==> config.mk <==
export PLATFORM = sky130hd
export DESIGN_NAME = sts_ctrl
export DESIGN_NICKNAME = d
export VERILOG_FILES = /design/src/hw/rtl/sts_pkg.sv /design/src/hw/rtl/sts_ctrl.sv
export SDC_FILE = /design/constraint.sdc
export NUM_CORES = 1
export LEC_CHECK = 0
export ABC_AREA = 1
export BUFFER_PORTS_ARGS = -buffer_cell sky130_fd_sc_hd__buf_4
export CAP_MARGIN = 40
export CORE_AREA = 2 2 39 41
export CTS_BUF_LIST = sky130_fd_sc_hd__clkbuf_16
export CTS_CLUSTER_DIAMETER = 50
export CTS_CLUSTER_SIZE = 14
export DETAILED_ROUTE_END_ITERATION = 8
export DIE_AREA = 0 0 41 43
export MAX_ROUTING_LAYER = met4
export PLACE_DENSITY = 0.41
export SYNTH_ARGS = -nofsm -noshare
export SYNTH_HDL_FRONTEND = slang
export SYNTH_SLANG_ARGS = --single-unit
export TNS_END_PERCENT = 100
==> constraint.sdc <==
create_clock -name clock -period 1.1 [get_ports clock]
set_clock_uncertainty 0.15 [all_clocks]
set_input_delay 0 -clock clock [delete_from_list [all_inputs] [get_ports clock]]
set_output_delay 0 -clock clock [all_outputs]
set_load 0.02 [all_outputs]
==> src/hw/rtl/sts_pkg.sv <==
// Package for the sorted table search block: sizes, item kinds, transaction types
// and the command/status structs between controller and datapath. No dependencies.
`default_nettype none
package sts_pkg;

   localparam int TABLE_DEPTH = 1024;
   localparam int ADDR_W      = $clog2(TABLE_DEPTH);
   localparam int CNT_W       = $clog2(TABLE_DEPTH + 1);
   localparam int VALUE_W     = 32;
   localparam int KIND_W      = 2;
   localparam int POS_W       = 10;

   localparam logic [KIND_W-1:0] KIND_CLEAR  = 2'd0;
   localparam logic [KIND_W-1:0] KIND_APPEND = 2'd1;
   localparam logic [KIND_W-1:0] KIND_SEARCH = 2'd2;

   typedef struct packed {
      logic [KIND_W-1:0]         kind;
      logic signed [VALUE_W-1:0] value;
   } sts_req_type;

   typedef struct packed {
      logic             found;
      logic [POS_W-1:0] position;
   } sts_rsp_type;

   typedef struct packed {
      logic clear;
      logic append;
      logic start_search;
      logic step_right;
      logic step_left;
      logic respond_hit;
      logic respond_miss;
   } sts_cmd_type;

   typedef struct packed {
      logic count_zero;
      logic count_full;
      logic entry_lt;
      logic entry_eq;
      logic right_ok;
      logic left_ok;
   } sts_status_type;

endpackage
`default_nettype wire

==> src/hw/rtl/sts_ctrl.sv <==
// Controller for the sorted table search: idle/probe state machine.
// Depends on sts_pkg.
`default_nettype none
module sts_ctrl
   import sts_pkg::*;
(
   input  wire logic              clock,
   input  wire logic              reset,
   input  wire logic              start,
   input  wire logic [KIND_W-1:0] kind,
   input  wire sts_status_type    status,
   output sts_cmd_type            cmd,
   output logic                   busy
);

   localparam logic ST_IDLE  = 1'b0;
   localparam logic ST_PROBE = 1'b1;

   logic state_ff;
   logic state_in;

   always_comb begin
      cmd      = '0;
      state_in = state_ff;
      case (state_ff)
         ST_IDLE: begin
            if (start) begin
               case (kind)
                  KIND_CLEAR: begin
                     cmd.clear = 1'b1;
                  end
                  KIND_APPEND: begin
                     cmd.append = !status.count_full;
                  end
                  KIND_SEARCH: begin
                     if (status.count_zero) begin
                        cmd.respond_miss = 1'b1;
                     end else begin
                        cmd.start_search = 1'b1;
                        state_in         = ST_PROBE;
                     end
                  end
                  default: begin
                  end
               endcase
            end
         end
         ST_PROBE: begin
            if (status.entry_eq) begin
               cmd.respond_hit = 1'b1;
               state_in        = ST_IDLE;
            end else if (status.entry_lt) begin
               if (status.right_ok) begin
                  cmd.step_right = 1'b1;
               end else begin
                  cmd.respond_miss = 1'b1;
                  state_in         = ST_IDLE;
               end
            end else begin
               if (status.left_ok) begin
                  cmd.step_left = 1'b1;
               end else begin
                  cmd.respond_miss = 1'b1;
                  state_in         = ST_IDLE;
               end
            end
         end
         default: begin
            state_in = ST_IDLE;
         end
      endcase
   end

   always_ff @(posedge clock) begin
      if (reset) begin
         state_ff <= ST_IDLE;
      end else begin
         state_ff <= state_in;
      end
   end

   assign busy = (state_ff != ST_IDLE);

endmodule
`default_nettype wire

==> impl_metrics.csv <==
group,metric,value,unit
die,die_area,0.00176,mm^2
die,fp.dieW,41,um
outcome,status,"finished, final reports clean",
yosys,synth-async-reset-ratio,0,%
yosys,synth_commonest_cells,"inv_1 (7), nand2_1 (5), nor2_1 (3)",
critical_path,arrival,0.69,ns
sta,fmax,1.05,GHz
critical_path,cp_max_fo,4,
route,final_antenna_net_count,0,
cells_and_area,drive_gt1_share,56.8,%
clock_tree,worstSkewPairLatency,0,ns
yosys,yosys-top-cells-area,"inv_1 (19%), dfxtp_1 (14%), nand2_1 (14%)",
cells_and_area,layout.cells.non_filler,60,
sta,slew_violations,0,
power_and_ir_drop,power_density,358,mW/mm^2
critical_path,slowest_delay,0.34,ns
global_route,grt_pass1_wl,703,um
critical_path,path_buf_inv,1,
cells_and_area,largest_reg_flops,1,
place,gp_congestion,0.542,
power_and_ir_drop,peakVddDrop,166,uV
critical_path,cp_common_cell,"nor2_1",
yosys,synth_cells,26,
sta,rsz0062_at_grt,"no",
yosys,synth-xor-area-share,0,%
die,core,0.00138,mm^2
cells_and_area,antenna_cells,0,
route,drcViolationCount,0,
route,first_iter_violations,2,
clock_tree,ctsResizeCount,0,
route,vias_per_cell,3.53,
yosys,avgSynthCellArea,5.34,um^2
yosys,syn-num-nets,37,
critical_path,critPathSlowestCell,"dfxtp_2",
clock_tree,path_clk_slew,0,ns
yosys,synth_top_family_by_area,"simple AND/OR/NAND/NOR gates",
yosys,synth_compound_area_share,9.01,%
yosys,ys_warn_count,0,
critical_path,rrSetupSlack,0.14,ns
yosys,synth.ff_latch_count,1,
clock_tree,postCtsHoldBufs,0,
job,max_cap_viol_count,0,
place,io_buffers,18,
hold_path,hp-start,"reset",
yosys,netlist_area,139,um^2
critical_path,cp_top_family,"flip-flops",
die,start_util,10.0,%
cells_and_area,nets,57,
global_route,grt_use_total,5.43,%
cells_and_area,post-route-util,22.5,%
yosys,synthAdderAreaFrac,0,%
critical_path,crit_path_start_kind,"register",
critical_path,crit_start,"busy",
critical_path,endpoint_kind,"register",
die,die_height,43,um
route,firstDrtPassIters,3,
yosys,synthMuxAreaShare,0,%
sta,hold_violations,0,
yosys,ys_types,14,
critical_path,crit_chain,"inv_2, nand2_2, nor2_4, nor2_1, nor2_1",
route,via_count,212,
critical_path,cp.required,0.84,ns
power_and_ir_drop,p_comb_share,65.1,%
yosys,synth_edf_count,0,
power_and_ir_drop,clkPwrFrac,0,%
clock_tree,cts_setup_buffers,0,
yosys,synth_top_cell_by_area,"inv_1",
place,dp_hpwl,421,um
sta,finalCriticalPeriod,0.957,ns
sta,hold_slack,0.000724,ns
global_route,antenna_found_initial,0,
route,routed_wl,440,um
sta,slew_headroom,87.8,%
power_and_ir_drop,power_switching,35.7,uW
critical_path,r2r-start,"busy",
cells_and_area,area_delta_synth_final,124,%
power_and_ir_drop,internal_power,75.8,uW
yosys,yosysSeqAreaShare,14.4,%
sta,final.setup.tns,0,ns
yosys,synth-main-ff-cell,"dfxtp_1",
route,post_drt_wl_per_cell,7.33,um
power_and_ir_drop,seqPwrFrac,34.9,%
die,rows,14,
sta,worstMarginPinSlew,0.182,ns
die,pin_count,19,
power_and_ir_drop,swShare,32.0,%
sta,min_period_over_period,87.0,%
place,dp.cells,60,
sta,setup_viol,0,
yosys,yosysMostFrequentCell,"inv_1",
global_route,first_global_vias,190,
yosys,synth-simple-area-share,55.0,%
yosys,synth_top_area_share,18.9,%
global_route,grt_max_degree,5,
global_route,gr-total-overflow,0,
power_and_ir_drop,p_leak,0.000187,uW
critical_path,critical_path_class,"register to register",
hold_path,worstHoldPathType,"primary input to register",
-- placed cells by master (no fill, tap or decap), drive strengths merged --
cell,netlist,final
buf,0,18
dfxtp,1,1
inv,8,8
nand2,6,6
nand3,1,1
nand4,1,1
nor2,5,5
nor3,1,1
nor4,1,1
o211ai,1,1
o21ai,1,1
-- cell type report --
| type | count | area, um^2 |
|---|---|---|
| repair buffers | 18 | 135 |
| flip-flops and latches | 1 | 21.3 |
| fillers | 174 | 1070 |
| inverters | 8 | 30.0 |
| well taps | 16 | 20.0 |
| multi-input cells | 17 | 105 |
-- worst paths after layout --
kind | to | depth (start not counted)
min | busy | 2
min reg2reg | busy | 6
max reg2reg | busy | 5
max | busy | 5
-- power groups by stage --
| stage | clock [uW] | combinational [uW] | sequential [uW] |
|---|---|---|---|
| 2_1_floorplan | 0 | 26.8 | 39.7 |
| 3_3_place_gp | 0 | 73.4 | 38.9 |
| 3_5_place_dp | 0 | 73.4 | 38.9 |
| 4_1_cts | 0 | 73.7 | 38.9 |
| 5_1_grt | 0 | 79.7 | 39.1 |
| 6_report | 0 | 72.6 | 38.9 |
-- worst reg2reg max path: stages, from the launching register on --
cell,delay (ns)
dfxtp_2,0.34
inv_2,0.06
nand2_2,0.11
nor2_4,0.05
nor2_1,0.09
nor2_1,0.04
-- cells by family (layout without fill, tap and decap cells) --
kind of cell / count (synthesis) / count (layout)
flip-flops: 1 / 1
buffers and inverters: 8 / 26
AO/OA/AOI/OAI: 2 / 2
AND/OR/NAND/NOR: 15 / 15
-- layer usage --
layer / wire [um] / track usage, % / vias to the layer above
li1: - / - / 115
met1: 176 / 7.62 / 88
met2: 219 / 9.06 / 9
met3: 43 / 0 / 0
met4: 0 / 0 / 0
met5: 0 / - / -
-- per-stage QoR --
stage               total power (uW)  setup WS (ns)  instance area (um^2)
finish                           112          0.143                   312
global placement                 112          0.126                   312
floorplan                       66.5         0.0286                   156
detailed placement               112          0.131                   312
CTS                              113          0.130                   312
global route                     119         0.0508                   312
No activity file was read; power rests on OpenSTA's default activity.
